$ cat config.mk
export PLATFORM = sky130hd
export DESIGN_NAME = absolute_loader_block_parser
export DESIGN_NICKNAME = d
export VERILOG_FILES = /design/src/hdl/alb_pkg.sv /design/src/hdl/alb_front.sv /design/src/hdl/alb_byte_queue.sv /design/src/hdl/alb_back.sv /design/src/hdl/alb_result_queue.sv /design/src/hdl/absolute_loader_block_parser.sv
export SDC_FILE = /design/constraint.sdc
export NUM_CORES = 1
export LEC_CHECK = 0
export BUFFER_PORTS_ARGS = -buffer_cell sky130_fd_sc_hd__buf_4
export CORE_ASPECT_RATIO = 1.25
export CORE_MARGIN = 1.5
export CORE_UTILIZATION = 42
export DETAILED_ROUTE_END_ITERATION = 10
export SETUP_SLACK_MARGIN = 0.2
export SLEW_MARGIN = 10
export SYNTH_ARGS = -nofsm -noshare
export SYNTH_HDL_FRONTEND = slang
export SYNTH_SLANG_ARGS = --single-unit
$ cat constraint.sdc
create_clock -name i_clk -period 13.9 [get_ports i_clk]
set_clock_uncertainty 0.2 [all_clocks]
set_input_delay 2.78 -clock i_clk [delete_from_list [all_inputs] [get_ports i_clk]]
set_output_delay 2.78 -clock i_clk [all_outputs]
set_load 0.01 [all_outputs]
$ cat src/hdl/alb_pkg.sv
package alb_pkg;

    // result kinds
    localparam logic [2:0] KIND_DATA     = 3'd0;
    localparam logic [2:0] KIND_HEADER   = 3'd1;
    localparam logic [2:0] KIND_BLOCK_OK = 3'd2;
    localparam logic [2:0] KIND_BAD_SUM  = 3'd3;
    localparam logic [2:0] KIND_END      = 3'd4;
    localparam logic [2:0] KIND_BAD_LEN  = 3'd5;

    localparam int WORD_W       = 36;
    localparam int HDR_BYTES    = 6;

    // byte queue between front and back
    localparam int BQ_DEPTH = 4;
    localparam int BQ_AW    = $clog2(BQ_DEPTH);

    // result queue at the output
    localparam int RQ_DEPTH = 4;
    localparam int RQ_AW    = $clog2(RQ_DEPTH);

    typedef struct packed {
        logic [7:0] value;
        logic       wend;   // final byte of its word
    } t_byte;

    typedef struct packed {
        logic [2:0]  kind;
        logic [15:0] block_type;
        logic [15:0] load_address;
        logic [15:0] byte_count;
        logic [7:0]  byte_value;
        logic        last;
    } t_result;

endpackage

$ cat src/hdl/alb_front.sv
module alb_front import alb_pkg::*; (
    input  logic              i_clk,
    input  logic              i_rst_n,
    input  logic              push,
    output logic              full,
    input  logic [WORD_W-1:0] i_packed_word,
    output logic              o_bq_push,
    input  logic              i_bq_full,
    output t_byte             o_bq_data
);

    logic [WORD_W-1:0] r_word;
    logic              r_valid;
    logic [1:0]        r_idx;
    logic              fire;
    logic              accept;

    assign fire      = r_valid && !i_bq_full;
    assign full      = r_valid && !(fire && (r_idx == 2'd3));
    assign accept    = push && !full;
    assign o_bq_push = fire;

    // byte order: bits 18-25, 26-33, 0-7, 8-15
    always_comb begin
        case (r_idx)
            2'd0:    o_bq_data.value = r_word[25:18];
            2'd1:    o_bq_data.value = r_word[33:26];
            2'd2:    o_bq_data.value = r_word[7:0];
            default: o_bq_data.value = r_word[15:8];
        endcase
        o_bq_data.wend = (r_idx == 2'd3);
    end

    always_ff @(posedge i_clk) begin
        if (!i_rst_n) begin
            r_valid <= 1'b0;
            r_idx   <= 2'd0;
        end else if (accept) begin
            r_valid <= 1'b1;
            r_idx   <= 2'd0;
        end else if (fire) begin
            if (r_idx == 2'd3) begin
                r_valid <= 1'b0;
            end
            r_idx <= r_idx + 2'd1;
        end
    end

    always_ff @(posedge i_clk) begin
        if (accept) begin
            r_word <= i_packed_word;
        end
    end

endmodule

$ cat src/hdl/alb_byte_queue.sv
module alb_byte_queue import alb_pkg::*; (
    input  logic  i_clk,
    input  logic  i_rst_n,
    input  logic  i_push,
    input  t_byte i_data,
    output logic  o_full,
    input  logic  i_pop,
    output logic  o_empty,
    output t_byte o_data
);

    t_byte            r_mem [BQ_DEPTH];
    logic [BQ_AW-1:0] r_wp;
    logic [BQ_AW-1:0] r_rp;
    logic [BQ_AW:0]   r_cnt;
    logic             do_push;
    logic             do_pop;

    assign o_full  = (r_cnt == (BQ_AW+1)'(BQ_DEPTH));
    assign o_empty = (r_cnt == '0);
    assign do_push = i_push && !o_full;
    assign do_pop  = i_pop && !o_empty;
    assign o_data  = r_mem[r_rp];

    always_ff @(posedge i_clk) begin
        if (!i_rst_n) begin
            r_wp  <= '0;
            r_rp  <= '0;
            r_cnt <= '0;
        end else begin
            if (do_push) begin
                r_wp <= r_wp + 1'b1;
            end
            if (do_pop) begin
                r_rp <= r_rp + 1'b1;
            end
            if (do_push && !do_pop) begin
                r_cnt <= r_cnt + 1'b1;
            end else if (do_pop && !do_push) begin
                r_cnt <= r_cnt - 1'b1;
            end
        end
    end

    always_ff @(posedge i_clk) begin
        if (do_push) begin
            r_mem[r_wp] <= i_data;
        end
    end

endmodule

$ cat src/hdl/alb_back.sv
module alb_back import alb_pkg::*; (
    input  logic    i_clk,
    input  logic    i_rst_n,
    input  logic    i_bq_empty,
    input  t_byte   i_bq_data,
    output logic    o_bq_pop,
    input  logic    i_rq_full,
    output logic    o_rq_push,
    output t_result o_rq_data
);

    localparam logic [3:0] PH_HUNT    = 4'd0;
    localparam logic [3:0] PH_TYPE_HI = 4'd1;
    localparam logic [3:0] PH_LEN_LO  = 4'd2;
    localparam logic [3:0] PH_LEN_HI  = 4'd3;
    localparam logic [3:0] PH_ADR_LO  = 4'd4;
    localparam logic [3:0] PH_ADR_HI  = 4'd5;
    localparam logic [3:0] PH_DATA    = 4'd6;
    localparam logic [3:0] PH_CHECK   = 4'd7;
    localparam logic [3:0] PH_DONE    = 4'd8;

    logic [3:0]  r_phase, n_phase;
    logic [15:0] r_type, n_type;
    logic [15:0] r_remaining, n_remaining;
    logic [15:0] r_next_addr, n_next_addr;
    logic [7:0]  r_cnt_lo, n_cnt_lo;
    logic [7:0]  r_sum, n_sum;
    logic [15:0] r_block_len, n_block_len;

    logic        r_hold_v;
    t_result     r_hold;
    logic        r_flush;

    logic        take;
    logic        res_v;
    t_result     res;
    logic [7:0]  b;
    logic [7:0]  sum_b;
    logic [15:0] word;
    logic [15:0] rem_hdr;
    logic [15:0] rem_dec;

    assign take     = !r_flush && !i_bq_empty && !i_rq_full;
    assign o_bq_pop = take;
    assign b        = i_bq_data.value;
    assign sum_b    = r_sum + b;
    assign word     = {b, r_cnt_lo};
    assign rem_hdr  = r_remaining - 16'(HDR_BYTES);
    assign rem_dec  = r_remaining - 16'd1;

    always_comb begin
        n_phase     = r_phase;
        n_type      = r_type;
        n_remaining = r_remaining;
        n_next_addr = r_next_addr;
        n_cnt_lo    = r_cnt_lo;
        n_sum       = r_sum;
        n_block_len = r_block_len;
        res_v       = 1'b0;
        res.kind         = KIND_DATA;
        res.block_type   = r_type;
        res.load_address = r_next_addr;
        res.byte_count   = r_block_len;
        res.byte_value   = b;
        res.last         = 1'b0;
        unique case (r_phase)
            PH_DONE: begin
            end
            PH_TYPE_HI: begin
                n_sum   = sum_b;
                n_type  = {b, r_type[7:0]};
                n_phase = PH_LEN_LO;
            end
            PH_LEN_LO: begin
                n_sum    = sum_b;
                n_cnt_lo = b;
                n_phase  = PH_LEN_HI;
            end
            PH_LEN_HI: begin
                n_sum       = sum_b;
                n_remaining = {b, r_cnt_lo};
                n_phase     = PH_ADR_LO;
            end
            PH_ADR_LO: begin
                n_sum    = sum_b;
                n_cnt_lo = b;
                n_phase  = PH_ADR_HI;
            end
            PH_ADR_HI: begin
                n_sum            = sum_b;
                n_next_addr      = word;
                res_v            = 1'b1;
                res.load_address = word;
                res.byte_value   = 8'd0;
                if (r_remaining < 16'(HDR_BYTES)) begin
                    // short count: flag and go back to hunting
                    res.kind       = KIND_BAD_LEN;
                    res.byte_count = r_remaining;
                    n_phase        = PH_HUNT;
                end else begin
                    n_remaining = rem_hdr;
                    n_block_len = rem_hdr;
                    res.byte_count = rem_hdr;
                    if (rem_hdr == 16'd0) begin
                        res.kind = KIND_END;
                        n_phase  = PH_DONE;
                    end else begin
                        res.kind = KIND_HEADER;
                        n_phase  = PH_DATA;
                    end
                end
            end
            PH_DATA: begin
                n_sum       = sum_b;
                res_v       = 1'b1;
                res.kind    = KIND_DATA;
                n_next_addr = r_next_addr + 16'd1;
                n_remaining = rem_dec;
                if (rem_dec == 16'd0) begin
                    n_phase = PH_CHECK;
                end
            end
            PH_CHECK: begin
                n_sum    = sum_b;
                res_v    = 1'b1;
                res.kind = (sum_b == 8'd0) ? KIND_BLOCK_OK : KIND_BAD_SUM;
                n_phase  = PH_HUNT;
            end
            default: begin
                // hunting: skip zero bytes, a nonzero byte opens a block
                if (b != 8'd0) begin
                    n_sum   = b;
                    n_type  = {8'd0, b};
                    n_phase = PH_TYPE_HI;
                end
            end
        endcase
    end

    // One result of each word is held back until the next one (or the word's
    // end) shows whether it is the word's final result.
    always_comb begin
        o_rq_push = 1'b0;
        o_rq_data = r_hold;
        if (r_flush) begin
            o_rq_push      = !i_rq_full;
            o_rq_data.last = 1'b1;
        end else if (take) begin
            if (res_v && r_hold_v) begin
                o_rq_push      = 1'b1;
                o_rq_data.last = 1'b0;
            end else if (res_v && i_bq_data.wend) begin
                o_rq_push      = 1'b1;
                o_rq_data      = res;
                o_rq_data.last = 1'b1;
            end else if (r_hold_v && i_bq_data.wend) begin
                o_rq_push      = 1'b1;
                o_rq_data.last = 1'b1;
            end
        end
    end

    always_ff @(posedge i_clk) begin
        if (!i_rst_n) begin
            r_phase     <= PH_HUNT;
            r_type      <= '0;
            r_remaining <= '0;
            r_next_addr <= '0;
            r_cnt_lo    <= '0;
            r_sum       <= '0;
            r_block_len <= '0;
            r_hold_v    <= 1'b0;
            r_flush     <= 1'b0;
        end else if (r_flush) begin
            if (!i_rq_full) begin
                r_flush  <= 1'b0;
                r_hold_v <= 1'b0;
            end
        end else if (take) begin
            r_phase     <= n_phase;
            r_type      <= n_type;
            r_remaining <= n_remaining;
            r_next_addr <= n_next_addr;
            r_cnt_lo    <= n_cnt_lo;
            r_sum       <= n_sum;
            r_block_len <= n_block_len;
            if (res_v && r_hold_v) begin
                r_flush <= i_bq_data.wend;
            end else if (res_v && !i_bq_data.wend) begin
                r_hold_v <= 1'b1;
            end else if (i_bq_data.wend) begin
                r_hold_v <= 1'b0;
            end
        end
    end

    always_ff @(posedge i_clk) begin
        if (take && res_v && !r_flush) begin
            r_hold <= res;
        end
    end

endmodule

$ cat src/hdl/alb_result_queue.sv
module alb_result_queue import alb_pkg::*; (
    input  logic    i_clk,
    input  logic    i_rst_n,
    input  logic    i_push,
    input  t_result i_data,
    output logic    o_full,
    input  logic    i_pop,
    output logic    o_empty,
    output t_result o_data
);

    t_result          r_mem [RQ_DEPTH];
    logic [RQ_AW-1:0] r_wp;
    logic [RQ_AW-1:0] r_rp;
    logic [RQ_AW:0]   r_cnt;
    logic             do_push;
    logic             do_pop;

    assign o_full  = (r_cnt == (RQ_AW+1)'(RQ_DEPTH));
    assign o_empty = (r_cnt == '0);
    assign do_push = i_push && !o_full;
    assign do_pop  = i_pop && !o_empty;
    assign o_data  = r_mem[r_rp];

    always_ff @(posedge i_clk) begin
        if (!i_rst_n) begin
            r_wp  <= '0;
            r_rp  <= '0;
            r_cnt <= '0;
        end else begin
            if (do_push) begin
                r_wp <= r_wp + 1'b1;
            end
            if (do_pop) begin
                r_rp <= r_rp + 1'b1;
            end
            if (do_push && !do_pop) begin
                r_cnt <= r_cnt + 1'b1;
            end else if (do_pop && !do_push) begin
                r_cnt <= r_cnt - 1'b1;
            end
        end
    end

    always_ff @(posedge i_clk) begin
        if (do_push) begin
            r_mem[r_wp] <= i_data;
        end
    end

endmodule

$ cat src/hdl/absolute_loader_block_parser.sv
// A taken word is registered in the front, which can take the next word as
//   the last byte of this one goes to the byte queue and on to the parser.
// The parser takes one byte a cycle unless the byte queue is empty, the result
//   queue is full, or it is flushing a held result as a word's final result.
// Reset (synchronous, active low): queues empty, parser back to hunting with
//   all block state cleared; an end of load is forgotten.
module absolute_loader_block_parser import alb_pkg::*; (
    input  logic              i_clk,
    input  logic              i_rst_n,
    input  logic              push,
    output logic              full,
    input  logic [WORD_W-1:0] i_packed_word,
    output logic              empty,
    input  logic              pop,
    output logic [2:0]        o_kind,
    output logic [15:0]       o_block_type,
    output logic [15:0]       o_load_address,
    output logic [15:0]       o_byte_count,
    output logic [7:0]        o_byte_value,
    output logic              o_last
);

    // front to back byte stream
    logic    bq_push;
    logic    bq_full;
    t_byte   bq_wdata;
    logic    bq_pop;
    logic    bq_empty;
    t_byte   bq_rdata;

    // back to output queue
    logic    rq_push;
    logic    rq_full;
    t_result rq_wdata;
    t_result rq_rdata;

    // Front: hold one word and split it into bytes in tape order.
    alb_front u_front (
        .i_clk         (i_clk),
        .i_rst_n       (i_rst_n),
        .push          (push),
        .full          (full),
        .i_packed_word (i_packed_word),
        .o_bq_push     (bq_push),
        .i_bq_full     (bq_full),
        .o_bq_data     (bq_wdata)
    );

    // Short byte queue decouples the splitter from the parser.
    alb_byte_queue u_bq (
        .i_clk   (i_clk),
        .i_rst_n (i_rst_n),
        .i_push  (bq_push),
        .i_data  (bq_wdata),
        .o_full  (bq_full),
        .i_pop   (bq_pop),
        .o_empty (bq_empty),
        .o_data  (bq_rdata)
    );

    // Back: block parser, one byte a cycle unless stalled, tags final per word.
    alb_back u_back (
        .i_clk      (i_clk),
        .i_rst_n    (i_rst_n),
        .i_bq_empty (bq_empty),
        .i_bq_data  (bq_rdata),
        .o_bq_pop   (bq_pop),
        .i_rq_full  (rq_full),
        .o_rq_push  (rq_push),
        .o_rq_data  (rq_wdata)
    );

    // Result queue: hold finished requests until the consumer pops them.
    alb_result_queue u_rq (
        .i_clk   (i_clk),
        .i_rst_n (i_rst_n),
        .i_push  (rq_push),
        .i_data  (rq_wdata),
        .o_full  (rq_full),
        .i_pop   (pop),
        .o_empty (empty),
        .o_data  (rq_rdata)
    );

    assign o_kind         = rq_rdata.kind;
    assign o_block_type   = rq_rdata.block_type;
    assign o_load_address = rq_rdata.load_address;
    assign o_byte_count   = rq_rdata.byte_count;
    assign o_byte_value   = rq_rdata.byte_value;
    assign o_last         = rq_rdata.last;

endmodule

==> out/qor.yml <==
status: "completed"
cap_violations: 0
detail_route.first_pass.iterations: 7
cts-root-to-sink-buffers: 3
category_of_the_worst_setup_path_capture_point: "output pin"
grt_setup_unrepaired: "no"
netlist_instances: 1471
worst_ep_required_time_ns: 10.92
clkLatencyLatePin_ns: 0.59
final_setup_violating_endpoints: 0
globalRouteOverflowTotal: 0
timing_worst_slew_pin_value_ns: 1.204
ctsHtreeMaxLevel: 2
global_route_wire_length_before_repair_um: 65560
worst_hold_path_type: "flip-flop to flip-flop"
routed_wirelength_um: 41400
synthFlopType: "edfxtp_1"
netlist_area_before_placement_mm2: 0.01998
antennaDiodeCount: 0
syn2layout_area_growth_pct: 14.10
ctsHoldBuffers: 0
globalRouteTotalUtil: 0.1740
antenna_violations_before_repair: 0
clock-sinks: 474
power_frac_comb: 0.278
p_seq_frac: 0.428
ys_seq_elements: 474
period_minus_slack_ns: 5.809
nNetsFinal: 1620
drc: 0
floorplan.core_area_mm2: 0.04710
clk_transition_reported_paths_ns: 0.06
total_switching_power_uw: 1311
synth_enable_flop_cells: 367
number_of_clock_buffers_inserted_by_tritoncts: 47
placedInstanceArea_mm2: 0.02131
largest_net_degree_at_the_start_of_global_routing: 77
top_ports: 102
cts_tree: "done"
final_hold_viol_count: 0
ant_nets: 0
ir_drop_v: 0.0001171
critPathMaxFanout: 31
via_count: 11790
place_congestion: 0.8543
postSynthNetCount: 1542
syn-mean-instance-area_um2: 13.58
path_class: "flip-flop to output pin"
post-dp-hpwl_um: 25480
slew-limit-headroom: 0.1946
detail_route.vias_per_cell: 5.301
utilization: 0.4840
startpoint_type: "flip-flop"
clkPwrFrac: 0.293
core.rowCount: 89
max_freq_mhz: 172.1
cts_root_buffer: "clkbuf_16"
ys.warnings.count: 0
postCtsSetupBuffers: 0
layout.filler_cells: 4137
chipWidth_um: 198.1
cp_cell_sequence: "buf_4, mux4_2, buf_4"
timing.hold.ws_ns: 0.2487
first_global_vias: 11870
netSwitchingFraction: 0.3145
most_frequent_cell_on_the_critical_path: "buf_4"
synth_top_cell_by_area: "edfxtp_1"
critical-path-slowest-cell: "dfxtp_4"
setup_tns_ns: 0
delay_of_the_slowest_cell_on_the_worst_path_ns: 0.79
yosys.cell_types.count: 71
port_buffers: 97
initial_core_util: 0.4242
arrival_time_worst_endpoint_ns: 2.83
internal-power_uw: 2858
async_reset_ff_frac: 0
power.leakage_uw: 0.008116
synth_top_cell_area_share: 0.5516
report.final.slew_viol_count: 0
floorplan.die.height_um: 246.9
final_layout_size_suffix_gt1_frac: 0.1815
resize_count_post_cts: 0
synth.yosys.seq_area_share: 0.6588
p_per_area_mw_per_mm2: 182.9
die_area_mm2: 0.04890
period_utilization: 0.4179
drtIter0Drc: 624
detail_route.wl_per_cell_um: 18.61
final_design_area_no_fill_mm2: 0.02280
synthTopCellsByArea: "edfxtp_1 55%, dfxtp_1 11%, mux4_2 7.8%"
[cells in the mapped netlist (all sizes together), types with 9 or more instances]
library cell,count
edfxtp,367
nand2,245
nor2,113
dfxtp,107
mux4,69
clkbuf,65
o21ai,64
a21oi,46
mux2i,31
ha,28
inv,28
xor2,24
buf,23
xnor2,23
a211oi,19
and2,17
nand3,17
nor3,13
mux2,12
and3,10
a21o,9
a22o,9
a22oi,9
nand3b,9
[flip-flops by register name (all words and copies together), names as in the netlist, 2 cells and up, named ones only]
| register | flops |
|---|---|
| u_front.r_idx | 2 |
| u_bq.r_rp | 2 |
| u_back.r_block_len | 16 |
| u_back.r_sum | 8 |
| u_rq.r_wp | 2 |
| u_bq.r_wp | 2 |
| u_rq.r_mem | 240 |
| u_back.r_type | 16 |
| u_rq.r_rp | 2 |
| u_back.r_cnt_lo | 8 |
| u_bq.r_cnt | 3 |
| u_bq.r_mem | 36 |
| u_back.r_hold | 59 |
| u_back.r_next_addr | 16 |
| u_rq.r_cnt | 3 |
| u_back.r_remaining | 16 |
| u_front.r_word | 32 |
| u_back.r_phase | 4 |
[layout by cell type (no fill, tap or decap), drive strengths merged, types with 5 or more instances in the layout]
| master | instances |
|---|---|
| mux4 | 69 |
| a211oi | 19 |
| a311oi | 8 |
| a22o | 9 |
| nor2 | 113 |
| inv | 31 |
| o31ai | 6 |
| a21o | 9 |
| edfxtp | 367 |
| mux2 | 12 |
| ha | 28 |
| mux2i | 31 |
| a222oi | 8 |
| or2 | 6 |
| xnor2 | 23 |
| or3 | 7 |
| and3 | 10 |
| nand4 | 5 |
| dfxtp | 107 |
| and2 | 17 |
| nand2 | 245 |
| buf | 117 |
| or4 | 5 |
| nor3 | 13 |
| a31oi | 7 |
| nand3b | 9 |
| o22ai | 6 |
| clkinv | 15 |
| nand3 | 17 |
| xor2 | 24 |
| o21ai | 64 |
| nor4 | 8 |
| a21oi | 46 |
| nor3b | 5 |
| clkbuf | 62 |
| a22oi | 9 |
[layer usage]
layer	global-route usage	part of all wire	vias up
li1	-	-	5628
met1	0.2229	0.44	5847
met2	0.3005	0.50	251
met3	0.03082	0.041	63
met4	0.05299	0.025	0
met5	0	0	-
[through the flow]
step	total power, uW	std cells	worst slack (ns)
2_1_floorplan	2611	1471	9.029
3_3_place_gp	2969	2137	8.546
3_5_place_dp	2987	2137	8.544
4_1_cts	4219	2224	7.922
5_1_grt	4401	2224	7.836
6_report	4169	2224	8.091
[cells by family (layout without fill, tap and decap cells)]
family          Yosys count  in the layout  share of synthesized area
simple gates            477            477                     0.1067
flops                   474            474                     0.6588
compound gates          212            212                    0.06826
buf+inv                 116            232                    0.02405
mux                     112            112                     0.1001
xor+xnor                 47             47                    0.02060
fa+ha+maj                33             33                    0.02154
[power groups by stage]
stage	Combinational [uW]	Sequential [uW]	Clock, uW
after floorplan	863	1750	0
after global placement	1160	1810	0
after detailed placement	1170	1820	0
after CTS	1170	1790	1260
after global routing	1280	1800	1310
final	1160	1790	1220
[worst max-delay path: cells and delay by family (launching register included)]
family	cells	cell delay [ns]
buffers and inverters	2	0.80
multiplexers	1	0.61
flip-flops	1	0.79
[cell type report]
class	instances	area, um2	area share
timing repair buffer	117	878.3	0.03853
tap	637	797.0	0.03496
sequential	474	13170	0.5776
clock inverter	25	260.3	0.01142
inverter	28	105.1	0.004610
clock buffer	62	1232	0.05406
multi-input combinational	881	6357	0.2789
[final timing paths]
kind / endpoint / slack, ns / start / cells after the start
max reg2reg: u_rq.r_mem[2][57] / 9.50 / flip-flop / 10
min reg2reg: u_back.r_hold[56] / 0.25 / u_back.r_type[15] / 0
max: o_load_address[12] / 8.09 / flip-flop / 3
min: u_back.r_hold[56] / 0.25 / u_back.r_type[15] / 0
Power figures use the tool's default switching activity.
